===== src/sv/assert_macros.svh =====
// Assertion macros used by the top-level RTL file.
`ifndef ASSERT_MACROS_SVH
`define ASSERT_MACROS_SVH

// Check a property on every rising aclk edge while out of reset.
`define DCR_ASSERT(lbl, prop, msg) \
    lbl: assert property (@(posedge aclk) disable iff (!aresetn) (prop)) else $error(msg);

// Check that a condition implies a consequence in the same cycle.
`define DCR_ASSERT_IMPL(lbl, cond, cons, msg) \
    lbl: assert property (@(posedge aclk) disable iff (!aresetn) (cond) |-> (cons)) \
        else $error(msg);

`endif


===== src/sv/dcr_pkg.sv =====
// Shared types, constants and the answer record table of the DNS responder.
package dcr_pkg;

    localparam int HDR_LEN     = 12;   // DNS header length, first label offset
    localparam int OFS_FLAGS_HI = 2;
    localparam int OFS_FLAGS_LO = 3;
    localparam int OFS_ANCNT_HI = 6;
    localparam int OFS_ANCNT_LO = 7;
    localparam int QTAIL_LEN   = 5;    // null label + QTYPE + QCLASS
    localparam int ANSWER_LEN  = 16;
    localparam int QUEUE_DEPTH = 4;

    localparam logic [7:0] FLAGS_HI_BYTE = 8'h81;
    localparam logic [7:0] FLAGS_LO_BYTE = 8'h80;
    localparam logic [7:0] ANCNT_HI_BYTE = 8'h00;
    localparam logic [7:0] ANCNT_LO_BYTE = 8'h01;

    typedef enum logic [1:0] {
        CMD_NONE,
        CMD_ANSWER,
        CMD_DROP
    } cmd_t;

    // One queue word: an optional echoed byte plus an end-of-datagram command.
    typedef struct packed {
        logic [7:0] data;
        logic       has_byte;
        cmd_t       cmd;
    } q_entry_t;

    typedef struct packed {
        logic full;
        logic empty;
    } q_stat_t;

    // Byte idx of the appended A record.
    function automatic logic [7:0] answer_byte(input logic [3:0] idx,
                                               input logic [31:0] addr);
        logic [7:0] res;
        case (idx)
            4'd0:    res = 8'hc0;
            4'd1:    res = 8'h0c;
            4'd2:    res = 8'h00;
            4'd3:    res = 8'h01;
            4'd4:    res = 8'h00;
            4'd5:    res = 8'h01;
            4'd6:    res = 8'h00;
            4'd7:    res = 8'h00;
            4'd8:    res = 8'h00;
            4'd9:    res = 8'h3c;
            4'd10:   res = 8'h00;
            4'd11:   res = 8'h04;
            4'd12:   res = addr[31:24];
            4'd13:   res = addr[23:16];
            4'd14:   res = addr[15:8];
            4'd15:   res = addr[7:0];
            default: res = 8'h00;
        endcase
        return res;
    endfunction

endpackage


===== src/sv/dcr_front.sv =====
// Front end: accepts query bytes, walks the question labels, queues words.
module dcr_front #(
    parameter int MAX_DATAGRAM = 512
) (
    input  logic               aclk,
    input  logic               aresetn,
    input  logic               s_valid,
    output logic               s_ready,
    input  logic [7:0]         s_query_byte,
    input  logic               s_query_last,
    input  logic               q_full,
    output logic               q_push,
    output dcr_pkg::q_entry_t  q_wdata
);
    import dcr_pkg::*;

    localparam int POS_W = $clog2(MAX_DATAGRAM + 1);
    localparam int LP_W  = $clog2(MAX_DATAGRAM + 257);

    logic [POS_W-1:0] pos_reg, pos_next;
    logic [LP_W-1:0]  lptr_reg, lptr_next;
    logic             term_reg, term_next;
    logic [LP_W-1:0]  qend_reg, qend_next;

    logic             take;
    logic             in_range;
    logic             emit;
    logic             bad;
    logic [POS_W-1:0] len;
    logic [7:0]       obyte;

    assign s_ready = !q_full;
    assign take    = s_valid && s_ready;

    always_comb begin
        pos_next  = pos_reg;
        lptr_next = lptr_reg;
        term_next = term_reg;
        qend_next = qend_reg;
        in_range  = pos_reg < POS_W'(MAX_DATAGRAM);
        obyte     = s_query_byte;
        emit      = 1'b0;

        if (in_range) begin
            if (pos_reg >= POS_W'(HDR_LEN) && !term_reg && LP_W'(pos_reg) == lptr_reg) begin
                if (s_query_byte == 8'h00) begin
                    term_next = 1'b1;
                    qend_next = LP_W'(pos_reg) + LP_W'(QTAIL_LEN);
                end else begin
                    lptr_next = LP_W'(pos_reg) + LP_W'(s_query_byte) + LP_W'(1);
                end
            end
            if (pos_reg == POS_W'(OFS_FLAGS_HI)) begin
                obyte = FLAGS_HI_BYTE;
            end else if (pos_reg == POS_W'(OFS_FLAGS_LO)) begin
                obyte = FLAGS_LO_BYTE;
            end else if (pos_reg == POS_W'(OFS_ANCNT_HI)) begin
                obyte = ANCNT_HI_BYTE;
            end else if (pos_reg == POS_W'(OFS_ANCNT_LO)) begin
                obyte = ANCNT_LO_BYTE;
            end
            emit     = (pos_reg < POS_W'(HDR_LEN)) || !term_next
                       || (LP_W'(pos_reg) < qend_next);
            pos_next = pos_reg + POS_W'(1);
        end

        len = pos_next;
        bad = (len < POS_W'(HDR_LEN)) || !term_next || (qend_next > LP_W'(len));

        q_wdata.data     = obyte;
        q_wdata.has_byte = emit;
        q_wdata.cmd      = CMD_NONE;
        if (s_query_last) begin
            if (bad) begin
                q_wdata.has_byte = 1'b0;
                q_wdata.cmd      = CMD_DROP;
            end else begin
                q_wdata.cmd = CMD_ANSWER;
            end
            pos_next  = '0;
            lptr_next = LP_W'(HDR_LEN);
            term_next = 1'b0;
            qend_next = '0;
        end
        q_push = take && (emit || s_query_last);
    end

    always_ff @(posedge aclk) begin
        if (!aresetn) begin
            pos_reg  <= '0;
            lptr_reg <= LP_W'(HDR_LEN);
            term_reg <= 1'b0;
            qend_reg <= '0;
        end else if (take) begin
            pos_reg  <= pos_next;
            lptr_reg <= lptr_next;
            term_reg <= term_next;
            qend_reg <= qend_next;
        end
    end

endmodule


===== src/sv/dcr_queue.sv =====
// Short word queue between the front and back ends.
module dcr_queue (
    input  logic               aclk,
    input  logic               aresetn,
    input  logic               push,
    input  dcr_pkg::q_entry_t  wdata,
    input  logic               pop,
    output dcr_pkg::q_entry_t  rdata,
    output dcr_pkg::q_stat_t   stat
);
    import dcr_pkg::*;

    localparam int PTR_W = $clog2(QUEUE_DEPTH);
    localparam int CNT_W = $clog2(QUEUE_DEPTH + 1);

    q_entry_t         mem [QUEUE_DEPTH];
    logic [PTR_W-1:0] wptr_reg, rptr_reg;
    logic [CNT_W-1:0] cnt_reg, cnt_next;

    assign stat.full  = cnt_reg == CNT_W'(QUEUE_DEPTH);
    assign stat.empty = cnt_reg == '0;
    assign rdata      = mem[rptr_reg];

    always_comb begin
        cnt_next = cnt_reg;
        if (push && !pop) begin
            cnt_next = cnt_reg + CNT_W'(1);
        end else if (pop && !push) begin
            cnt_next = cnt_reg - CNT_W'(1);
        end
    end

    always_ff @(posedge aclk) begin
        if (push) begin
            mem[wptr_reg] <= wdata;
        end
    end

    always_ff @(posedge aclk) begin
        if (!aresetn) begin
            wptr_reg <= '0;
            rptr_reg <= '0;
            cnt_reg  <= '0;
        end else begin
            if (push) begin
                wptr_reg <= wptr_reg + PTR_W'(1);
            end
            if (pop) begin
                rptr_reg <= rptr_reg + PTR_W'(1);
            end
            cnt_reg <= cnt_next;
        end
    end

endmodule


===== src/sv/dcr_back.sv =====
// Back end: drains queue words into reply bytes and plays out the A record.
module dcr_back (
    input  logic               aclk,
    input  logic               aresetn,
    input  dcr_pkg::q_entry_t  q_rdata,
    input  logic               q_empty,
    output logic               q_pop,
    input  logic [31:0]        answer_address,
    output logic               m_valid,
    input  logic               m_ready,
    output logic [7:0]         m_reply_byte,
    output logic               m_reply_last,
    output logic               m_reply_drop
);
    import dcr_pkg::*;

    localparam int IDX_W = $clog2(ANSWER_LEN);

    logic             valid_reg, valid_next;
    logic [7:0]       byte_reg, byte_next;
    logic             last_reg, last_next;
    logic             drop_reg, drop_next;
    logic             ans_reg, ans_next;
    logic [IDX_W-1:0] idx_reg, idx_next;
    logic             load;

    assign m_valid      = valid_reg;
    assign m_reply_byte = byte_reg;
    assign m_reply_last = last_reg;
    assign m_reply_drop = drop_reg;
    assign load         = !valid_reg || m_ready;

    always_comb begin
        valid_next = valid_reg;
        byte_next  = byte_reg;
        last_next  = last_reg;
        drop_next  = drop_reg;
        ans_next   = ans_reg;
        idx_next   = idx_reg;
        q_pop      = 1'b0;
        if (load) begin
            valid_next = 1'b0;
            if (ans_reg) begin
                valid_next = 1'b1;
                byte_next  = answer_byte(idx_reg, answer_address);
                last_next  = idx_reg == IDX_W'(ANSWER_LEN - 1);
                drop_next  = 1'b0;
                if (idx_reg == IDX_W'(ANSWER_LEN - 1)) begin
                    ans_next = 1'b0;
                end
                idx_next = idx_reg + IDX_W'(1);
            end else if (!q_empty) begin
                q_pop      = 1'b1;
                valid_next = 1'b1;
                drop_next  = 1'b0;
                last_next  = 1'b0;
                case (q_rdata.cmd)
                    CMD_DROP: begin
                        byte_next = 8'h00;
                        last_next = 1'b1;
                        drop_next = 1'b1;
                    end
                    CMD_ANSWER: begin
                        ans_next = 1'b1;
                        if (q_rdata.has_byte) begin
                            byte_next = q_rdata.data;
                            idx_next  = '0;
                        end else begin
                            byte_next = answer_byte('0, answer_address);
                            idx_next  = IDX_W'(1);
                        end
                    end
                    default: begin
                        byte_next = q_rdata.data;
                    end
                endcase
            end
        end
    end

    always_ff @(posedge aclk) begin
        if (!aresetn) begin
            valid_reg <= 1'b0;
            ans_reg   <= 1'b0;
            idx_reg   <= '0;
        end else begin
            valid_reg <= valid_next;
            ans_reg   <= ans_next;
            idx_reg   <= idx_next;
        end
    end

    always_ff @(posedge aclk) begin
        byte_reg <= byte_next;
        last_reg <= last_next;
        drop_reg <= drop_next;
    end

endmodule


===== src/sv/dns_captive_responder_unit.sv =====
// Top level of the captive-portal DNS responder: front end, queue, back end.
//
// Usage:
//  - s_ takes one query word per cycle if ready: s_query_byte, s_query_last on
//    the datagram's final byte. m_ channel gives reply words: m_reply_byte,
//    m_reply_last on the final word of a reply, m_reply_drop on a drop marker.
//  - cfg channel writes answer_address; always ready. Write it only while idle.
//  - Header bytes 2/3/6/7 are patched, question echoed, trailing bytes dropped,
//    a 16-byte A record follows a good query. A bad one ends with a single
//    drop marker (byte 0, last 1); downstream throws away what it already got.
//  - Path: an accepted word is queued, then shows on m_ from the output register.
//  - Throughput: one word per cycle while the queue has room; the back end
//    pops nothing while it plays out a 16-byte answer record, so the 4-word
//    queue can fill and s_ready stay low after the final byte of a good query.
//  - Receiver stall: the output register holds, the back end stops popping,
//    the queue fills and s_ready falls; nothing is lost.
//  - Reset (aresetn low, synchronous): queue emptied, walk state cleared,
//    answer_address set to 0, no reply word pending.
//  - Bytes past MAX_DATAGRAM are swallowed; their final flag still counts.
`include "assert_macros.svh"

module dns_captive_responder_unit #(
    parameter int MAX_DATAGRAM = 512
) (
    input  logic        aclk,
    input  logic        aresetn,
    // query bytes in
    input  logic        s_valid,
    output logic        s_ready,
    input  logic [7:0]  s_query_byte,
    input  logic        s_query_last,
    // reply bytes out
    output logic        m_valid,
    input  logic        m_ready,
    output logic [7:0]  m_reply_byte,
    output logic        m_reply_last,
    output logic        m_reply_drop,
    // configuration
    input  logic        cfg_valid,
    output logic        cfg_ready,
    input  logic [31:0] cfg_answer_address
);
    import dcr_pkg::*;

    logic [31:0] addr_reg;
    logic        q_push;
    logic        q_pop;
    q_entry_t    q_wdata;
    q_entry_t    q_rdata;
    q_stat_t     q_stat;

    // Config register: one word, taken every cycle it is offered.
    assign cfg_ready = 1'b1;

    always_ff @(posedge aclk) begin
        if (!aresetn) begin
            addr_reg <= '0;
        end else if (cfg_valid && cfg_ready) begin
            addr_reg <= cfg_answer_address;
        end
    end

    // Front: label walk and header patch, one word per cycle while the queue has room.
    dcr_front #(
        .MAX_DATAGRAM (MAX_DATAGRAM)
    ) u_front (
        .aclk         (aclk),
        .aresetn      (aresetn),
        .s_valid      (s_valid),
        .s_ready      (s_ready),
        .s_query_byte (s_query_byte),
        .s_query_last (s_query_last),
        .q_full       (q_stat.full),
        .q_push       (q_push),
        .q_wdata      (q_wdata)
    );

    // Decoupling queue.
    dcr_queue u_queue (
        .aclk    (aclk),
        .aresetn (aresetn),
        .push    (q_push),
        .wdata   (q_wdata),
        .pop     (q_pop),
        .rdata   (q_rdata),
        .stat    (q_stat)
    );

    // Back: reply word register plus answer record sequencer.
    dcr_back u_back (
        .aclk           (aclk),
        .aresetn        (aresetn),
        .q_rdata        (q_rdata),
        .q_empty        (q_stat.empty),
        .q_pop          (q_pop),
        .answer_address (addr_reg),
        .m_valid        (m_valid),
        .m_ready        (m_ready),
        .m_reply_byte   (m_reply_byte),
        .m_reply_last   (m_reply_last),
        .m_reply_drop   (m_reply_drop)
    );

    // A drop marker always closes the reply and carries a zero byte.
    `DCR_ASSERT_IMPL(a_drop_marker, m_valid && m_reply_drop, m_reply_last && m_reply_byte == 8'h00, "drop marker malformed")
    // The back end never pops an empty queue.
    `DCR_ASSERT_IMPL(a_no_underflow, q_pop, !q_stat.empty, "queue underflow")
    // The front end never pushes into a full queue.
    `DCR_ASSERT_IMPL(a_no_overflow, q_push, !q_stat.full, "queue overflow")

endmodule


===== config.mk =====
export PLATFORM = sky130hd
export DESIGN_NAME = dns_captive_responder_unit
export DESIGN_NICKNAME = d
export VERILOG_FILES = /design/src/sv/dcr_pkg.sv /design/src/sv/dcr_front.sv /design/src/sv/dcr_queue.sv /design/src/sv/dcr_back.sv /design/src/sv/dns_captive_responder_unit.sv
export VERILOG_INCLUDE_DIRS = /design/src /design/src/sv
export SDC_FILE = /design/constraint.sdc
export NUM_CORES = 1
export LEC_CHECK = 0
export BUFFER_PORTS_ARGS = -buffer_cell sky130_fd_sc_hd__buf_2
export CAP_MARGIN = 20
export CORE_UTILIZATION = 25
export CTS_BUF_LIST = sky130_fd_sc_hd__clkbuf_4 sky130_fd_sc_hd__clkbuf_8
export CTS_CLUSTER_SIZE = 24
export DETAILED_ROUTE_END_ITERATION = 10
export PLACE_DENSITY_LB_ADDON = 0.08
export SLEW_MARGIN = 15
export SYNTH_ARGS = -nofsm -noshare
export SYNTH_HDL_FRONTEND = slang
export SYNTH_HIERARCHICAL = 1
export SYNTH_SLANG_ARGS = --single-unit

===== constraint.sdc =====
create_clock -name aclk -period 6.19 [get_ports aclk]
set_input_delay 1.5475 -clock aclk [delete_from_list [all_inputs] [get_ports aclk]]
set_output_delay 1.5475 -clock aclk [all_outputs]
set_load 0.1 [all_outputs]

---- After elaboration in Yosys (flattened, before gate mapping) ----
Memory sizes are Yosys's and may differ from the RTL's. A register that Yosys moved wholly into a read port is not among the register bits.
Index checks and enable logic that the tools add are counted.
word-level totals
  register bits ........................... 86
  memory bits (writable) .................. 44
  output and inout port bits .............. 13
  memories kept ........................... 1
memory list
  memory       words  width  rd ports  clocked after Yosys merged registers in  write ports  line             text
  u_queue.mem  4      11     1         1                                        1            dcr_queue.sv:16  q_entry_t mem [QUEUE_DEPTH];
cells by class
  $add $sub $neg .......................... 9
  $lt $le $gt $ge ......................... 6
  equality and inequality tests ........... 25
  multiplexer cells ....................... 51
  reductions and logical operators ........ 31
operators by type and width
  operator               count
  $mux 10                11
  $pmux 8 s10            1
  $mux 8                 8
  $eq 4x4->1 const B     8
  $mux 1                 21
  $add 10x1->10 const B  2
  $eq 10x2->1 const B    2
  $eq 10x3->1 const B    2
  $lt 10x4->1 const B    2
  $eq 4x3->1 const B     4
  $pmux 8 s2             1
  $mux 4                 3
  $add 10x3->10 const B  1
  $add 10x8->10          1
  $eq 10x10->1           1
  $ge 10x4->1 const B    1
  $gt 10x10->1           1
  $lt 10x10->1           1
  $lt 10x10->1 const B   1
  $mux 3                 3
  $eq 4x2->1 const B     2
  $logic_not 8->1        1
  $reduce_bool 2->1      4
  $logic_not 1->1        7
  19 further kinds       33

---- Longest topological paths before layout ----
Gate-level depths: netlist (run 1).
  depth in word-level cells ............... 15
  gate-level depth with buffers ........... 19
  gate-level depth less buffers ........... 18

---- By module ----
Netlist (run 1), hierarchy kept.
by module, submodules not included
  module                      instances  cells each  area an instance (µm²)
  dcr_front                   1          366         2946.6
  dcr_queue                   1          100         2034.5
  dns_captive_responder_unit  1          105         1255.0
  dcr_back                    1          120         1098.6

---- Least setup slack after synthesis (run 1) ----
Ideal clock, no wire load.
  kind .................................... input-to-reg
  start ................................... input port s_query_byte[1]
  end ..................................... register u_queue.cnt_reg[2]
  library setup time ...................... 0.076 ns
  arrival ................................. 5.483 ns
  required time ........................... 6.114 ns
  path slack .............................. 0.631 ns
  cell stages on the path ................. 17
  buffers on the path ..................... 0
  cells stage by stage .................... nor4_1 nand4_1 nor2_2 mux2i_1 ha_1 a21oi_1 nand2_1 a211o_1 a31oi_1 a211oi_1 o31ai_1 ha_1 inv_1 fa_1 xor2_1 or3_1 a21boi_0
on the way
  cells in the longest elaborated chain, start to end .. 13
RTL lines
  element                                                               line                              text
  from (decl)                                                           dns_captive_responder_unit.sv:30  input logic [7:0] s_query_byte,
  $logic_not 8->1 (*)                                                   dcr_front.sv:46                   if (s_query_byte == 8'h00) begin
  parallel branches: the longest is 5 deep, another holds $lt 10x10->1  -
  $logic_or 1x1->1 (*)                                                  dcr_front.sv:63                   || (LP_W'(pos_reg) < qend_next);
  $mux 1 (*)                                                            dcr_front.sv:44                   if (in_range) begin
  $logic_or 1x1->1 (*)                                                  dcr_front.sv:85                   q_push = take && (emit || s_query_last);
  $logic_and 1x1->1 (*)                                                 dcr_front.sv:85
  named net q_push                                                      dns_captive_responder_unit.sv:46  logic q_push;
  $logic_not 1->1                                                       dcr_queue.sv:28                   end else if (pop && !push) begin
  $logic_and 1x1->1                                                     dcr_queue.sv:28
  $reduce_bool 2->1 (no source line)                                    -
  to (signal assigned)                                                  dcr_queue.sv:51                   cnt_reg <= cnt_next;
  to (decl)                                                             dcr_queue.sv:18                   logic [CNT_W-1:0] cnt_reg, cnt_next;
Mark *: on every way through the listed nets, which the timed path passes. The select of a mux whose other input is x is not followed.
A chain may end at the register's enable or synchronous reset.

---- Worst setup path after layout (run 1) ----
Ends and elaborated chain as after synthesis.

==> results of run 1 <==
-- cells in the mapped netlist (4+ instances only) --
cell type	instances
a21oi_1	36
a22o_1	8
a22oi_1	14
a31oi_1	4
and2_1	17
buf_2	11
buf_4	6
buf_6	5
clkbuf_1	13
dfxtp_1	78
edfxtp_1	54
ha_1	41
inv_1	23
mux2_2	10
mux2i_1	47
mux4_2	10
nand2_1	47
nand2b_1	4
nand3_1	10
nand4_1	4
nor2_1	38
nor2b_1	43
nor3_1	11
nor3b_1	5
nor4_1	5
o211ai_1	4
o21a_1	5
o21ai_0	27
o22a_1	4
o22ai_1	10
or3_1	4
xnor2_1	18
xor2_1	19
-- cell usage in the layout, fill, tap and decap left out, drive strengths merged, types with 10 or more instances in the layout --
master  count
a21oi      36
a22oi      14
and2       17
buf        73
clkbuf     18
dfxtp      78
edfxtp     54
ha         41
inv        29
mux2       10
mux2i      47
mux4       11
nand2      49
nand3      10
nor2       39
nor2b      43
nor3       11
o21ai      27
o22ai      10
xnor2      18
xor2       19
-- report_power, final --
group	internal [W]	switching (W)
Combinational	0.000280	0.000641
Clock	0.000416	0.000374
Sequential	0.00105	0.0000663
-- routing by layer --
| metal | wire (µm) | GRT usage, % | share of wire (%) |
|---|---|---|---|
| met1 | 9775 | 18.18 | 47 |
| met2 | 9605 | 23.18 | 47 |
| met4 | 464 | 4.867 | 2.2 |
| met5 | 0 | 0 | 0 |
| met3 | 801 | 2.982 | 3.9 |
-- layout make-up --
| cell class | instances | share of cell area, % |
|---|---|---|
| multi-input combinational | 497 | 45.32 |
| clock buffer | 18 | 2.958 |
| tap | 384 | 5.736 |
| clock inverter | 14 | 2.062 |
| timing repair buffer | 73 | 4.840 |
| sequential | 132 | 38.00 |
| inverter | 24 | 1.076 |
-- path summary, 6_finish.rpt --
check                              startpoint                               end  slack [ns]  cells after the start
max                           s_query_byte[1]   u_queue/cnt_reg[2]$_SDFFE_PN0P_        0.72                     20
min          u_front/lptr_reg[1]$_SDFFE_PN0P_  u_front/lptr_reg[1]$_SDFFE_PN0P_        0.48                      1
max reg2reg   u_front/pos_reg[6]$_SDFFE_PN0P_   u_queue/cnt_reg[2]$_SDFFE_PN0P_        1.11                     20
min reg2reg  u_front/lptr_reg[1]$_SDFFE_PN0P_  u_front/lptr_reg[1]$_SDFFE_PN0P_        0.48                      1
-- per-stage QoR --
step	total power, W	utilization (%)	cells	hold slack, ns	setup WS, ns
after floorplan	0.001844	-	691	0.4517	0.6314
after global placement	0.002065	27.64	1110	0.4685	0.3068
after detailed placement	0.002074	27.64	1110	0.4710	0.2544
after CTS	0.002880	29.10	1142	0.4845	0.7106
after global routing	0.002988	29.10	1142	0.5018	0.4245
final	0.002831	29.10	1142	0.4809	0.7192
-- kinds of logic after synthesis --
group / synth area share [%]
xor+xnor: 4.418
fa+ha+maj: 7.540
flops: 43.40
buf+inv: 4.845
mux: 11.38
other cells: 0.05113
compound gates: 13.25
simple gates: 15.11
==> parameters.txt, run 1 <==
Parameter                              Value

Status
  Result of the run    complete, no violations

Critical path
  Critical path startpoint category    primary input
  Crit-path slowest cell    fa_1
  Crit path largest cell delay    between 0.3 and 0.4 ns
  Required time of the worst setup path    about 6.6 ns
  Critical-path cell list    buf_2 > nor4_1 > nand4_1 > nor2_2 > buf_4 > mux2i_1 > ha_1 > nand4_1 > nor2_1 > a211o_1 > a31oi_1 > a211oi_1 > o31ai_1 > buf_4 > ha_1 > inv_1 > fa_1 > xor2_1 > or3_1 > a21boi_0
  CP Capture Type    register
  Buffers plus inverters on the worst setup path    4
  Critical path peak fanout    9
  Crit path arrival time    between 5 and 6 ns
  Cell class contributing the biggest share of worst-path delay    simple AND/OR/NAND/NOR gates
  Class of the most critical setup path    in2reg

Logic synthesis
  Post-synthesis register bit count    132
  Leading area contributor after synthesis    edfxtp_1
  Share of the synthesized area in the top cell type    between 20 and 25%
  Netlist cell types    just under 70
  Post-synth EDFFs    54
  Primary FF master, synth    dfxtp_1
  Share of the yosys chip area belonging to registers    43.40%
  Number of instances in the synthesized netlist    691
  Total nets after synthesis    780
  Cell area after synthesis    7335 µm²
  Fraction of registers with async set or reset after synthesis    0%
  Leading cell types by total area after synthesis    edfxtp_1 22%, dfxtp_1 21%, ha_1 7.0%
  Mean instance size in the synthesized netlist    ~11 µm²
  Count of synthesis-stage warnings from yosys    6

Clocking
  Root Driver    clkbuf_8
  H-tree levels    4
  Post-CTS setup buffer count    0
  Number of instances resized during post-cts repair    0
  Hold buffers post-CTS    0
  Maximum count of clock buffers along a single path    2
  Num CTS Buffers    17
  Skew-Pair Late Insertion Delay    between 0.4 and 0.5 ns
  Clock tree from TritonCTS    done
  Clock slew seen by the registers of the worst setup and hold paths    roughly 0.07 ns
  TritonCTS Sinks    132

Final layout
  Design area    between 8000 and 9000 µm²
  Number of antenna repair diodes    0
  Max reg flops    44
  Layout Nets    approximately 830
  Fill cells    3060
  Area grow syn2layout    14.19%
  Fraction of layout cells with a size suffix above 1    about 18%
  Register cell area after layout    3183 µm²
  Total area of multi-input combinational cells    3796 µm²

Route
  Remaining number of nets flagged by the antenna check after routing    0
  Residual DRC count    0
  Total vias in the final route    approximately 5300
  Detailed-route wire length per cell    around 18 µm
  Via-to-Cell Ratio    roughly 4.7
  Number of optimization iterations in the first detailed-route pass    4
  Detailed router's first-iteration violation count    345
  Final routed wirelength across all metal layers    20650 µm

Timing
  Final number of max-transition violations    0
  Final setup fails    0
  Sum of negative setup slack    0 ns
  Count of final hold-check violations    0
  Relative max-transition margin    34.03%
  Share of the cycle needed by the critical path after routing    between 80% and 90%
  Slew at the pin closest to its max-slew limit    a little under 1 ns
  Clock tree skew after final layout    between 0.02 and 0.025 ns
  RSZ-0062 raised after global routing    no
  Peak clock frequency supported by timing    between 0.15 and 0.2 GHz
  Min Tclk post-route    between 5 and 6 ns

Global route
  Maximum number of pins on one net before global-route repair    68
  GRT Overall Usage    14.07%
  Number of global-route vias before repair    between 5000 and 6000
  Number of antenna violations at the first check in global routing    0
  Overflow after GRT    0
  First-pass GRT wire length    around 32000 µm

Placed design
  Placement-stage cell area    around 8000 µm²
  Placed wire-length estimate    roughly 15000 µm
  Final weighted congestion in routability-driven placement    between 0.8 and 0.9
  Port-buffer cells    between 50 and 60

Floorplanning
  Vert. Die Dim    173.3 µm
  Standard cell core area    28780 µm²
  Starting density of the core    between 20% and 30%
  Number of ports placed on the die boundary    59
  Std cell rows    62
  Area of the die    ~30000 µm²
  Die span in x    ~170 µm

Worst hold path
  HP Class    reg2reg

Power and ir drop
  Leakage    3.214 nW
  Cell Pwr Density    338.0 nW/µm²
  Largest voltage drop on the vdd net    ~0.14 mV

Run
  Max-cap violations    0
(Power assumes the default switching activity.)
==> inputs of run 2 (changes only) <==
Settings changed: GPL_TIMING_DRIVEN from default to 0.
==> parameters.txt, run 2 (same netlist as run 1, synthesis figures left out) <==
Parameter                              Value

Final layout
  Number of antenna repair diodes    0 (unchanged)
  Area grow syn2layout    16.02%
  Max reg flops    44 (unchanged)
  Fraction of layout cells with a size suffix above 1    18.38% (+0.57 points)
  Most common cell after layout, fill and taps aside    dfxtp_1
  Layout Nets    854 (+2.4%)
  Design area    8509 µm² (+1.6%)
  Commonest non-fill, non-tap cells in the layout    78 x dfxtp_1, 66 x buf_2, 54 x edfxtp_1, 47 x mux2i_1, 47 x nand2_1

Floorplanning
  Vert. Die Dim    173.3 µm (unchanged)
  Standard cell core area    28780 µm² (unchanged)
  Die span in x    173.3 µm (unchanged)
  Area of the die    30030 µm² (unchanged)
  Std cell rows    62 (unchanged)
  Number of ports placed on the die boundary    59 (unchanged)
  Starting density of the core    25.48% (unchanged)

Power and ir drop
  Post-route total power    0.002819 W (-0.41%)
  Largest voltage drop on the vdd net    0.1487 mV (+8.7%)
  Leakage    3.277 nW (+2.0%)
  Cell Pwr Density    331.3 nW/µm² (-2.0%)

Clocking
  Root Driver    clkbuf_8
  Skew-Pair Late Insertion Delay    0.45 ns (about the same)
  Maximum count of clock buffers along a single path    2 (unchanged)
  H-tree levels    4 (unchanged)
  Clock tree from TritonCTS    done
  Clock slew seen by the registers of the worst setup and hold paths    0.08 ns (about the same)
  TritonCTS Sinks    132 (unchanged)
  Num CTS Buffers    17 (unchanged)

Timing
  Final setup fails    0 (unchanged)
  RSZ-0062 raised after global routing    no
  Sum of negative setup slack    0 ns (unchanged)
  Share of the cycle needed by the critical path after routing    94.46% (+6.1 points)
  Count of final hold-check violations    0 (unchanged)
  Peak clock frequency supported by timing    0.1710 GHz (-6.4%)
  Slew at the pin closest to its max-slew limit    0.9906 ns (+0.0009718 ns)
  Min Tclk post-route    5.847 ns (+0.3763 ns)
  Clock tree skew after final layout    0.02429 ns (+0.001588 ns)
  Relative max-transition margin    33.45% (-0.57 points)
  Minimum hold slack    0.4844 ns (+0.003422 ns)
  Final number of max-transition violations    0 (unchanged)

Route
  Via-to-Cell Ratio    4.667 (about the same)
  Remaining number of nets flagged by the antenna check after routing    0 (unchanged)
  Residual DRC count    0 (unchanged)
  Number of optimization iterations in the first detailed-route pass    4 (unchanged)
  Final routed wirelength across all metal layers    20830 µm (+0.87%)
  Total vias in the final route    5423 (+1.7%)
  Detailed-route wire length per cell    17.92 µm (-0.86%)
  Detailed router's first-iteration violation count    271 (-21%)

Critical path
  Critical path startpoint category    primary input
  RR Endpoint    u_queue/cnt_reg[2]$_SDFFE_PN0P_
  Class of the most critical setup path    in2reg
  Crit path arrival time    6.22 ns (+0.39 ns)
  FF-to-FF path depth    19 (-5.0%)
  CP Capture Type    register
  Launch point of the worst reg-to-reg path    u_front/pos_reg[6]$_SDFFE_PN0P_
  Critical path peak fanout    9 (unchanged)
  Required time of the worst setup path    6.56 ns (about the same)
  R2R setup slack    0.81 ns (-0.30 ns)

Worst hold path
  Min-delay src    u_front/lptr_reg[0]$_SDFFE_PN0P_
  HP Class    reg2reg
  Endpoint with the worst hold slack    u_front/lptr_reg[0]$_SDFFE_PN0P_
  Hold Path Depth    1 (unchanged)

Global route
  Maximum number of pins on one net before global-route repair    17 (-75%)
  GRT Overall Usage    14.26% (+0.19 points)
  Number of antenna violations at the first check in global routing    0 (unchanged)
  Overflow after GRT    0 (unchanged)
  First-pass GRT wire length    32490 µm (+1.6%)
  Number of global-route vias before repair    5656 (+2.5%)

Status
  Result of the run    complete, no violations

Placed design
  Port-buffer cells    55 (-3.5%)
  Final weighted congestion in routability-driven placement    0.7972 (-0.49%)
  Placed wire-length estimate    15870 µm (+3.2%)
  Placement-stage cell area    8090 µm² (+1.7%)

Run
  Max-cap violations    0 (unchanged)
==> run 2: metal layers <==
layer / share of wire (%) / GRT usage (%) / vias up / wire, µm
li1: - / - / 2671 / -
met1: 47 / 18.19 / 2666 / 9832
met2: 49 / 24.82 / 74 / 10290
met3: 2.6 / 2.807 / 12 / 538
met4: 0.77 / 3.024 / 0 / 161
met5: 0 / 0 / - / 0
==> run 2: repair_timing <==
| action | in CTS | in global routing |
|---|---|---|
| gates resized for setup | 1 | 2 |
| buffers inserted | 0 | 0 |
| hold buffers | 0 | 0 |
| endpoints found under the setup margin | 1 | 1 |
==> run 2: cell type report <==
type | instances | area (µm²)
clock inverters | 15 | 166.4
flip-flops and latches | 132 | 3183
clock buffers | 17 | 234.0
repair buffers | 55 | 275.3
plain buffers | 38 | 265.3
well taps | 384 | 480.5
fillers | 3011 | 20270
inverters | 24 | 90.09
multi-input cells | 497 | 3815
==> run 2: where the power goes <==
group / total (W) / internal, W / leakage (nW) / switching (W)
sequential: 0.00110 / 0.00105 / 1.15 / 0.0000467
combinational: 0.000950 / 0.000284 / 1.92 / 0.000666
clock: 0.000769 / 0.000370 / 0.210 / 0.000399
total: 0.00282 / 0.00171 / 3.28 / 0.00111
==> run 2: worst max path at each step <==
stage                     from                               to  slack [ns]  cells past startpoint
2_1_floorplan  s_query_byte[1]  u_queue/cnt_reg[2]$_SDFFE_PN0P_        0.63                     17
3_3_place_gp   s_query_byte[1]  u_queue/cnt_reg[2]$_SDFFE_PN0P_       -0.71                     18
3_5_place_dp   s_query_byte[1]  u_queue/cnt_reg[2]$_SDFFE_PN0P_       -0.81                     18
4_1_cts        s_query_byte[1]  u_queue/cnt_reg[2]$_SDFFE_PN0P_        0.03                     18
5_1_grt        s_query_byte[1]  u_queue/cnt_reg[2]$_SDFFE_PN0P_        0.06                     18
6_report       s_query_byte[1]  u_queue/cnt_reg[2]$_SDFFE_PN0P_        0.34                     18
==> run 2: worst max-delay path: stages <==
cell      delay, ns
buf_2          0.14
nor4_1         0.39
nand4_1        0.30
nor2_4         0.41
mux2i_1        0.31
ha_1           0.29
nand4_1        0.21
nor2_1         0.10
a211o_1        0.31
a31oi_1        0.23
a211oi_1       0.18
o31ai_4        0.42
ha_1           0.28
inv_1          0.07
fa_1           0.38
xor2_1         0.18
or3_1          0.30
a21boi_0       0.16
==> run 2: per-stage QoR <==
| stage | setup slack (ns) | std cells | util [%] |
|---|---|---|---|
| 2_1_floorplan | 0.6314 | 691 | - |
| 3_3_place_gp | -0.7098 | 1130 | 28.11 |
| 3_5_place_dp | -0.8071 | 1130 | 28.11 |
| 4_1_cts | 0.03333 | 1162 | 29.52 |
| 5_1_grt | 0.05919 | 1162 | 29.57 |
| 6_report | 0.3429 | 1162 | 29.57 |
